### src/hw/rtl/fpsqrt_pkg.sv
// Shared constants and types for the fixed-point square root block.
// No dependencies; imported by fpsqrt_step and fixed_point_square_root.
package fpsqrt_pkg;

  localparam int RADICAND_W = 64;  // raw Q51.12 input word
  localparam int ROOT_W     = 38;  // raw root output word
  localparam int CORE_W     = 32;  // integer root of a value below 2^63
  localparam int REM_W      = CORE_W + 2;
  localparam int CNT_W      = $clog2(CORE_W);

  // Partial remainder and partial root carried between iterations.
  typedef struct packed {
    logic [REM_W-1:0]  rem;
    logic [CORE_W-1:0] root;
  } step_t;

endpackage

### src/hw/rtl/fixed_point_square_root.sv
// Top level of the Q51.12 fixed-point square root: sequencer, work registers
// and output register around the shared digit unit. Depends on fpsqrt_pkg, fpsqrt_step.
//
// Usage:
//   Input channel (in_valid_i / in_ready_o / radicand_i) takes one signed
//   64-bit raw word with 12 fraction bits. Output channel (out_valid_o /
//   out_ready_i / root_o / negative_input_o) returns one word per input:
//   the floor integer square root of the raw value shifted left by
//   HALF_FRACTION_BITS, truncated to 38 bits.
//   Zero gives a root of 0; a negative word gives a root of 0 with
//   negative_input_o set.
// Timing:
//   One digit unit resolves one root bit per cycle, the 32 root bits of a
//   word in turn, then the result moves into the output register. The next
//   word is accepted only once the last has moved there; in_ready_o is
//   high only while the sequencer is idle.
// Stall and reset:
//   The output register holds a finished word until taken. While it is
//   occupied the next word may be accepted and computed; its result then
//   waits in the work registers until the output register frees.
//   Reset (rst_ni low, asynchronous) empties the output register and
//   returns the sequencer to idle; no state survives between words.
module fixed_point_square_root
  import fpsqrt_pkg::*;
#(
  parameter int HALF_FRACTION_BITS = 6
) (
  input  logic                  clk_i,
  input  logic                  rst_ni,
  input  logic                  in_valid_i,
  output logic                  in_ready_o,
  input  logic [RADICAND_W-1:0] radicand_i,
  output logic                  out_valid_o,
  input  logic                  out_ready_i,
  output logic [ROOT_W-1:0]     root_o,
  output logic                  negative_input_o
);

  localparam logic [1:0] ST_IDLE = 2'd0;
  localparam logic [1:0] ST_RUN  = 2'd1;
  localparam logic [1:0] ST_HOLD = 2'd2;

  logic [1:0]            state_q, state_d;
  logic [CNT_W-1:0]      cnt_q, cnt_d;
  logic [RADICAND_W-1:0] x_q, x_d;      // radicand, consumed two bits at a time
  step_t                 work_q, work_d;
  logic                  neg_q, neg_d;
  logic                  out_valid_q, out_valid_d;
  logic [ROOT_W-1:0]     root_q, root_d;
  logic                  oneg_q, oneg_d;

  step_t                 step_nxt;
  logic                  in_fire;
  logic                  out_free;
  logic [2*CORE_W-1:0]   wide_root;

  fpsqrt_step u_step (
    .cur_i  (work_q),
    .pair_i (x_q[RADICAND_W-1 -: 2]),
    .nxt_o  (step_nxt)
  );

  assign in_ready_o = (state_q == ST_IDLE);
  assign in_fire    = in_valid_i && in_ready_o;
  assign out_free   = !out_valid_q || out_ready_i;

  // scale the integer root back to fixed point; wraps to 38 bits
  assign wide_root = {{CORE_W{1'b0}}, work_q.root} << HALF_FRACTION_BITS;

  always_comb begin
    state_d     = state_q;
    cnt_d       = cnt_q;
    x_d         = x_q;
    work_d      = work_q;
    neg_d       = neg_q;
    out_valid_d = out_valid_q;
    root_d      = root_q;
    oneg_d      = oneg_q;

    if (out_valid_q && out_ready_i) begin
      out_valid_d = 1'b0;
    end

    unique case (state_q)
      ST_IDLE: begin
        if (in_fire) begin
          neg_d  = radicand_i[RADICAND_W-1];
          // a negative word runs as zero so the root comes out as zero
          x_d    = radicand_i[RADICAND_W-1] ? '0 : radicand_i;
          work_d = '0;
          cnt_d  = '0;
          state_d = ST_RUN;
        end
      end
      ST_RUN: begin
        work_d = step_nxt;
        x_d    = {x_q[RADICAND_W-3:0], 2'b00};
        cnt_d  = cnt_q + 1'b1;
        if (cnt_q == CNT_W'(CORE_W - 1)) begin
          state_d = ST_HOLD;
        end
      end
      ST_HOLD: begin
        if (out_free) begin
          out_valid_d = 1'b1;
          root_d      = wide_root[ROOT_W-1:0];
          oneg_d      = neg_q;
          state_d     = ST_IDLE;
        end
      end
      default: begin
        state_d = ST_IDLE;
      end
    endcase
  end

  always_ff @(posedge clk_i or negedge rst_ni) begin
    if (!rst_ni) begin
      state_q     <= ST_IDLE;
      cnt_q       <= '0;
      out_valid_q <= 1'b0;
    end else begin
      state_q     <= state_d;
      cnt_q       <= cnt_d;
      out_valid_q <= out_valid_d;
    end
  end

  always_ff @(posedge clk_i) begin
    x_q    <= x_d;
    work_q <= work_d;
    neg_q  <= neg_d;
    root_q <= root_d;
    oneg_q <= oneg_d;
  end

  assign out_valid_o      = out_valid_q;
  assign root_o           = root_q;
  assign negative_input_o = oneg_q;

  // a negative word never reports a nonzero root
  a_neg_zero: assert property (@(posedge clk_i) disable iff (!rst_ni)
    (out_valid_o && negative_input_o) |-> (root_o == '0))
    else $error("negative input produced nonzero root");

  // an accepted word starts the digit sequence from its first step
  a_start: assert property (@(posedge clk_i) disable iff (!rst_ni)
    in_fire |=> (state_q == ST_RUN && cnt_q == '0 && work_q == '0))
    else $error("sequencer did not start cleanly");

  // partial root holds no more bits than steps taken
  a_root_width: assert property (@(posedge clk_i) disable iff (!rst_ni)
    (state_q == ST_RUN) |-> ((work_q.root >> cnt_q) == '0))
    else $error("partial root too wide");

  // restoring invariant: remainder never exceeds twice the partial root
  a_rem_bound: assert property (@(posedge clk_i) disable iff (!rst_ni)
    (state_q == ST_RUN) |-> (work_q.rem <= {1'b0, work_q.root, 1'b0}))
    else $error("remainder out of bound");

  // a finished word is not overwritten before it is taken
  a_no_overrun: assert property (@(posedge clk_i) disable iff (!rst_ni)
    (out_valid_q && !out_ready_i) |=> out_valid_q)
    else $error("output word dropped");

endmodule

### src/hw/rtl/fpsqrt_step.sv
// One restoring digit of the square root: brings in two radicand bits,
// trial-subtracts and appends one root bit. Depends on fpsqrt_pkg.
module fpsqrt_step
  import fpsqrt_pkg::*;
(
  input  step_t      cur_i,
  input  logic [1:0] pair_i,
  output step_t      nxt_o
);

  logic [REM_W-1:0] shifted;
  logic [REM_W-1:0] trial;
  logic [REM_W-1:0] diff;
  logic             fits;

  // top two remainder bits are zero by the rem <= 2*root invariant
  assign shifted = {cur_i.rem[REM_W-3:0], pair_i};
  assign trial   = {cur_i.root, 2'b01};
  assign diff    = shifted - trial;
  assign fits    = (shifted >= trial);

  assign nxt_o.rem  = fits ? diff : shifted;
  assign nxt_o.root = {cur_i.root[CORE_W-2:0], fits};

endmodule
### config.mk
export PLATFORM = sky130hd
export DESIGN_NAME = fixed_point_square_root
export DESIGN_NICKNAME = d
export VERILOG_FILES = /design/src/hw/rtl/fpsqrt_pkg.sv /design/src/hw/rtl/fixed_point_square_root.sv /design/src/hw/rtl/fpsqrt_step.sv
export SDC_FILE = /design/constraint.sdc
export NUM_CORES = 1
export LEC_CHECK = 0
export BUFFER_PORTS_ARGS = -buffer_cell sky130_fd_sc_hd__buf_4
export CAP_MARGIN = 20
export CORE_AREA = 2 2 105 183
export CTS_BUF_LIST = sky130_fd_sc_hd__clkbuf_4 sky130_fd_sc_hd__clkbuf_8 sky130_fd_sc_hd__clkbuf_16
export DETAILED_ROUTE_END_ITERATION = 8
export DIE_AREA = 0 0 107 185
export PLACE_DENSITY = 0.72
export SETUP_SLACK_MARGIN = 0.05
export SYNTH_ARGS = -nofsm -noshare
export SYNTH_HDL_FRONTEND = slang
export SYNTH_SLANG_ARGS = --single-unit
### constraint.sdc
create_clock -name clk_i -period 4.8 [get_ports clk_i]
set_clock_uncertainty 0.1 [all_clocks]
set_input_delay 0.48 -clock clk_i [delete_from_list [all_inputs] [get_ports clk_i]]
set_output_delay 0.48 -clock clk_i [all_outputs]
set_load 0.01 [all_outputs]
# ---- Word level (Yosys, flattened, before mapping)
# Cells that the tools add are included.
dict set report totals {
  regBits 170
  latchBits 0
  ram_bits 0
  rom_bits 0
  in_bits 68
  output_inout_bits 41
  elab_cells 43
  mem_count 0
}
dict set report classes {
  add_sub_neg 2
  mul 0
  div_mod_pow 0
  n_lt_le_gt_ge 1
  eq_ne 6
  shift 0
  mux 15
  bitwise 0
  n_reduce_logical 10
}
# op n
set op_table {}
lappend op_table {{64-bit case mux with 2 select lines} 2}
lappend op_table {{64-bit two-way mux} 2}
lappend op_table {{63-bit two-way mux} 1}
lappend op_table {{34-bit greater-or-equal comparator} 1}
lappend op_table {{32-bit two-way mux} 1}
lappend op_table {{32-bit subtractor} 1}
lappend op_table {{5-bit case mux with 2 select lines} 1}
lappend op_table {{2-bit two-way mux} 3}
lappend op_table {{2-bit case mux with 3 select lines} 1}
lappend op_table {{2-bit AND reduction} 3}
lappend op_table {{5-bit by 1-bit adder with 5-bit output (second input constant)} 1}
lappend op_table {{5-bit equality test (second input constant)} 1}
lappend op_table {{5-bit two-way mux} 1}
lappend op_table {{2-bit != test (second input constant)} 2}
lappend op_table {{1-bit two-way mux} 3}
lappend op_table {{3-bit AND reduction} 1}
lappend op_table {{2-bit by 1-bit equality test with 1-bit output (second input constant)} 1}
lappend op_table {{2-bit equality test (second input constant)} 1}
lappend op_table {{1-bit logical AND} 2}
lappend op_table {{2-bit zero test} 1}
lappend op_table {{2-bit by 1-bit != test with 1-bit output (second input constant)} 1}
lappend op_table {{2-bit nonzero test} 1}
lappend op_table {{1-bit zero test} 1}
lappend op_table {{1-bit logical OR} 1}

# ---- Logic depth before layout (Yosys ltp)
dict set report depth {
  word_depth 4
  depth_mapped 12
  depth_no_buf 10
}

# ---- Cells and area by module
# From an unflattened synthesis, not the netlist that was laid out.
dict set report hier_totals {
  cells_unflattened 912
  hier_area_um2 9977.1
}
# module n_inst cells_each area_each_um2
set by_module_without_submodules {}
lappend by_module_without_submodules {fixed_point_square_root 1 488 6889.1}
lappend by_module_without_submodules {fpsqrt_step 1 424 3088.0}

# ---- Least setup slack after synthesis
# OpenSTA, ideal clock, no wires.
dict set report synth_timing {
  kind {register to register}
  start {reg state_q[0]}
  end {reg cnt_q[2]}
  setup_time_ns 0.129
  arrival_ns 4.085
  required_time_ns 4.571
  setup_slack_ns 0.486
  stages_incl_launch_ff 7
  path_buffers 0
  cell_sequence {dfrtp_1 -> nor2_1 -> nand2_1 -> nand2_1 -> o21ai_0 -> nand2_1 -> o21ai_0}
}
dict set report synth_via {
  elab_chain_cells 4
}
# element line
set synth_lines {}
lappend synth_lines {{from (decl)} fixed_point_square_root.sv:43} ;# logic [1:0] state_q, state_d;
lappend synth_lines {{from (signal assigned)} fixed_point_square_root.sv:123} ;# state_q <= state_d;
lappend synth_lines {{2-bit zero test (*)} fixed_point_square_root.sv:63} ;# assign in_ready_o = (state_q == ST_IDLE);
lappend synth_lines {{via in_ready_o} fixed_point_square_root.sv:31} ;# output logic in_ready_o,
lappend synth_lines {{1-bit logical AND} fixed_point_square_root.sv:64} ;# assign in_fire = in_valid_i && in_ready_o;
lappend synth_lines {{2-bit by 1-bit != test with 1-bit output (no source line)} n/a}
lappend synth_lines {{2-bit AND reduction (no source line)} n/a}
lappend synth_lines {{to (signal assigned)} fixed_point_square_root.sv:124} ;# cnt_q <= cnt_d;
lappend synth_lines {{to (decl)} fixed_point_square_root.sv:44} ;# logic [CNT_W-1:0] cnt_q, cnt_d;
# Mark *: on every way through the listed nets, which the timed path passes. The rest lies on a longest branch.
# A chain may end at the register's enable or synchronous reset.

# ---- Worst setup path in the final report
dict set report layout_timing {
  start {reg work_q[51] (netlist name)}
  end {reg work_q[54] (netlist name), data pin}
}
dict set report layout_via {
  elab_chain_cells 3
}
# element line
set layout_lines {}
lappend layout_lines {{from (decl)} fixed_point_square_root.sv:46} ;# step_t work_q, work_d;
lappend layout_lines {{from (signal assigned)} fixed_point_square_root.sv:131} ;# work_q <= work_d;
lappend layout_lines {{32-bit subtractor / 34-bit greater-or-equal comparator (equally long branches)} {fpsqrt_step.sv:19, fpsqrt_step.sv:20}}
lappend layout_lines {{32-bit two-way mux (*)} fpsqrt_step.sv:22} ;# assign nxt_o.rem = fits ? diff : shifted;
lappend layout_lines {{64-bit case mux with 2 select lines (*)} fixed_point_square_root.sv:84} ;# unique case (state_q)
# Every way passes the cells marked *; elsewhere a longest branch is shown, timed or not.

==> run summary <==
The number of max-slew violations in the final report is 0. The final weighted congestion in routability-driven placement is 0.918. After layout, the worst setup slack is 1.28 ns. The number of nets in the layout came out at 1032.

The detailed-placement wirelength estimate is 13.1 mm. The pin slew with the least headroom to its limit came out at 0.753 ns. The number of detailed-routing iterations run before antenna repair is 5. The leakage power came out at 4.47 nW. The total routing usage reported by global routing is 0.196. The largest buffer count on any clock path came out at 2. The worst register-to-register path has a setup slack of 1.28 ns. Clock latency on the worst-skew pair, taken at its later pin, is 0.43 ns. The tool flagged a number of max-cap violations equal to 0. The capturing point of the worst reg2reg path is work_q[54].

The worst setup path is captured at a flip-flop. The floorplan step defined a die boundary enclosing 19800 µm². The standard cell core area came out at 18400 µm². The run finished with clean final reports.

Synthesis instantiated 57 different standard cells from the library. The power per cell area came out at 818 nW/µm². In this run the remaining antenna-violating nets after routing total 0. The first global-routing pass estimated 30.4 mm of wire. The number of hold-slack violations in the final timing report came to 0.

OpenSTA, run right after detailed placement, puts the worst setup slack at 1.28 ns. The height of the die came out at 185 µm. By startpoint and endpoint, the worst setup path is classified as flip-flop to flip-flop. The sequential element share of the synthesized area is 0.573.

The completed layout was analyzed and its total power is 8.49 mW. The post-route DRC violation count is 0. The highest net fanout along the worst path came out at 18. In this run the core area contains 66 standard-cell rows.

The share of Yosys cell area claimed by the top area cell type came out at 0.551. The TritonCTS clock tree is built. The startpoint identified for the worst hold timing path is radicand_i[25]. In this run the tightest slew margin relative to its limit is 0.485. For this design the top-level I/O count stands at 109. The final critical path time including I/O delays and setup came out at 3.52 ns. The gate count after technology mapping is 838. The cell depth of the worst min-delay path is 3. The number of filler instances in the final layout is 1669.

Among all flip-flop cells after synthesis, the most frequent one is sky130_fd_sc_hd__edfxtp_1. The number of antenna violations at the first check in global routing came to 0. For this run the aggregate overflow at the end of global routing stands at 0. The number of global-route vias before repair was 6417.

The final standard cell utilization of the core came out at 0.564. The number of failing setup endpoints in the final timing report is 0. The worst register-to-register path begins at work_q[51].

The worst hold path terminates at x_q[25]. The total inserted antenna cells came out at 0. The worst vdd rail ir drop is 0.000381 V. The wire length per cell after detailed routing is 15.7 µm.

The growth of design area from synthesis to finish came out at 17.6%. Setup repair after global routing left no endpoint under its margin. The CTS H-tree depth came out at 4.

The hold-fix buffer count after cts came out at 1. Summed over all failing endpoints, the final setup total negative slack is 0 ns. The worst hold path belongs to the class input port to flip-flop. The final layout contains routed wiring with a total length of 18.5 mm.

The starting utilization of the core area is 0.480. The share of flip-flops with an asynchronous set or reset after synthesis is 0.0471. The cell area after technology mapping came out at 8830 µm². The cell type contributing the most total cell area after synthesis is sky130_fd_sc_hd__edfxtp_1.

Averaged over all synthesized cells, the footprint is 10.5 µm². The number of I/O port buffers came out at 102. The path depth of the worst reg2reg path is 10.

The post-CTS clock slew at the launch and capture registers of the worst setup and hold paths came out at 0.07 ns. STA classifies the critical path startpoint as a flip-flop. The DRC violation total after the first TritonRoute iteration came out at 258. Yosys attributes the largest share of cell area to sky130_fd_sc_hd__edfxtp_1 55%, sky130_fd_sc_hd__nand2_1 8.1%, sky130_fd_sc_hd__nand3b_1 5.3%, sky130_fd_sc_hd__ha_1 5.1%, sky130_fd_sc_hd__a21oi_1 2.6%. The horizontal extent of the die is 107 µm. The clock drives 170 sinks. The flip-flop and latch count after synthesis is 170. The setup fix buffers added after clock tree synthesis is 0. TritonCTS created 17 clock buffers.

The total of cells resized after clock tree synthesis is 0. Entering global routing, the biggest net connects 70 pins. At the worst endpoint, the required time is 4.86 ns.

Based on the critical path, the design can be clocked at up to 0.284 GHz. The fraction of final layout cells sized beyond drive strength 1 came out at 0.164. The portion of the clock cycle consumed by the worst path in the final layout came out at 0.734. The cell at the root of the clock tree is sky130_fd_sc_hd__clkbuf_16. The number of enable flip-flop cells after synthesis came out at 162. For the worst setup path, the data arrival time is 3.58 ns. The number of vias after detailed routing came out at 6361. The count of yosys warnings during synthesis came out at 0. The average vias per placed instance came out at 5.40.
-- cell type report --
class,instances,area [µm²],area share
Clock buffer,18,439,0.0423
Clock inverter,14,136,0.0131
Inverter,40,150,0.0145
Multi-Input combinational cell,588,3460,0.333
Sequential cell,170,5060,0.488
Tap cell,238,298,0.0287
Timing Repair Buffer,111,836,0.0805
-- where the power goes --
group / total (mW) / switching (mW) / internal (mW)
sequential: 2.82 / 0.244 / 2.58
combinational: 4.32 / 2.71 / 1.61
clock: 1.35 / 0.612 / 0.741
-- synthesized netlist by cell type (17+ instances only) --
master                     count
sky130_fd_sc_hd__edfxtp_1    162
sky130_fd_sc_hd__clkbuf_1     28
sky130_fd_sc_hd__nand3_1      25
sky130_fd_sc_hd__inv_1        40
sky130_fd_sc_hd__nand3b_1     62
sky130_fd_sc_hd__ha_1         36
sky130_fd_sc_hd__o21ai_0      28
sky130_fd_sc_hd__nand2_1     190
sky130_fd_sc_hd__a21o_1       18
sky130_fd_sc_hd__a21oi_1      46
sky130_fd_sc_hd__nor2_1       56
sky130_fd_sc_hd__xnor2_1      17
-- cell families (layout without fill, tap and decap cells) --
kind of cell | Yosys count | after routing | synth area share
AO/OA/AOI/OAI | 141 | 141 | 0.105
XOR/XNOR | 28 | 28 | 0.0278
adder cells (fa/ha/maj) | 36 | 36 | 0.0510
buffers and inverters | 85 | 183 | 0.0398
flip-flops | 170 | 170 | 0.573
other | 1 | 6 | 0.000425
AND/OR/NAND/NOR | 377 | 377 | 0.202
-- sequential cells by signal, indices dropped and copies added, names as in the netlist --
name and count:
cnt_q 5, neg_q 1, negative_input_o 1, out_valid_o 1
root_o 32, state_q 2, wide_root 32, work_q 32
x_q 64
-- worst max-delay path, stage by stage (launching register included) --
cell                       delay [ns]
sky130_fd_sc_hd__edfxtp_1        0.40
sky130_fd_sc_hd__ha_1            0.37
sky130_fd_sc_hd__a21oi_1         0.23
sky130_fd_sc_hd__o21ai_1         0.13
sky130_fd_sc_hd__a41o_1          0.26
sky130_fd_sc_hd__a31o_2          0.25
sky130_fd_sc_hd__a311oi_1        0.39
sky130_fd_sc_hd__a21o_1          0.55
sky130_fd_sc_hd__buf_4           0.34
sky130_fd_sc_hd__or3b_1          0.15
sky130_fd_sc_hd__a21oi_1         0.06
-- metal layers --
metal | global-route usage | share of wire | vias up | wire (µm)
li1 | - | - | 3145 | -
met1 | 0.212 | 0.39 | 3017 | 7150
met2 | 0.359 | 0.55 | 159 | 10100
met3 | 0.0338 | 0.035 | 40 | 649
met4 | 0.110 | 0.034 | 0 | 632
met5 | 0 | 0 | - | 0
-- cell usage in the layout, fill, tap and decap left out, types with 3 or more instances in the layout --
cell,instances
sky130_fd_sc_hd__nor2_1,56
sky130_fd_sc_hd__a21oi_1,46
sky130_fd_sc_hd__o21ai_0,28
sky130_fd_sc_hd__nand2_1,189
sky130_fd_sc_hd__inv_6,5
sky130_fd_sc_hd__xor2_1,11
sky130_fd_sc_hd__o21a_1,6
sky130_fd_sc_hd__a31oi_1,3
sky130_fd_sc_hd__a211o_1,3
sky130_fd_sc_hd__nand4_1,8
sky130_fd_sc_hd__clkbuf_16,17
sky130_fd_sc_hd__and2_1,5
sky130_fd_sc_hd__a211oi_1,8
sky130_fd_sc_hd__nand3b_1,62
sky130_fd_sc_hd__xnor2_1,17
sky130_fd_sc_hd__nor3_1,10
sky130_fd_sc_hd__nand3_1,25
sky130_fd_sc_hd__conb_1,6
sky130_fd_sc_hd__o211ai_1,3
sky130_fd_sc_hd__ha_1,36
sky130_fd_sc_hd__clkinv_4,3
sky130_fd_sc_hd__nand2b_1,4
sky130_fd_sc_hd__a41o_1,3
sky130_fd_sc_hd__edfxtp_1,162
sky130_fd_sc_hd__buf_4,110
sky130_fd_sc_hd__a21o_1,18
sky130_fd_sc_hd__dfrtp_1,8
sky130_fd_sc_hd__o21bai_1,3
sky130_fd_sc_hd__inv_1,40
-- worst max-delay path by stage --
stage | startpoint | end | slack (ns) | cells past startpoint
floorplan | state_q[0] | cnt_q[2] | 0.49 | 6
global placement | wide_root[25] | work_q[54] | 1.42 | 11
detailed placement | work_q[51] | work_q[54] | 1.28 | 10
CTS | work_q[51] | work_q[54] | 1.28 | 10
global route | work_q[51] | work_q[41] | 1.04 | 10
finish | work_q[51] | work_q[54] | 1.28 | 10
-- metrics by stage --
| step | instance area (µm²) | hold WS [ns] | std cells |
|---|---|---|---|
| after floorplan | 8850 | 0.0844 | 843 |
| after global placement | 9800 | 0.203 | 1146 |
| after detailed placement | 9800 | 0.206 | 1146 |
| after CTS | 10400 | 0.223 | 1179 |
| after global routing | 10400 | 0.234 | 1179 |
| final | 10400 | 0.242 | 1179 |
(Power assumes the default switching activity.)
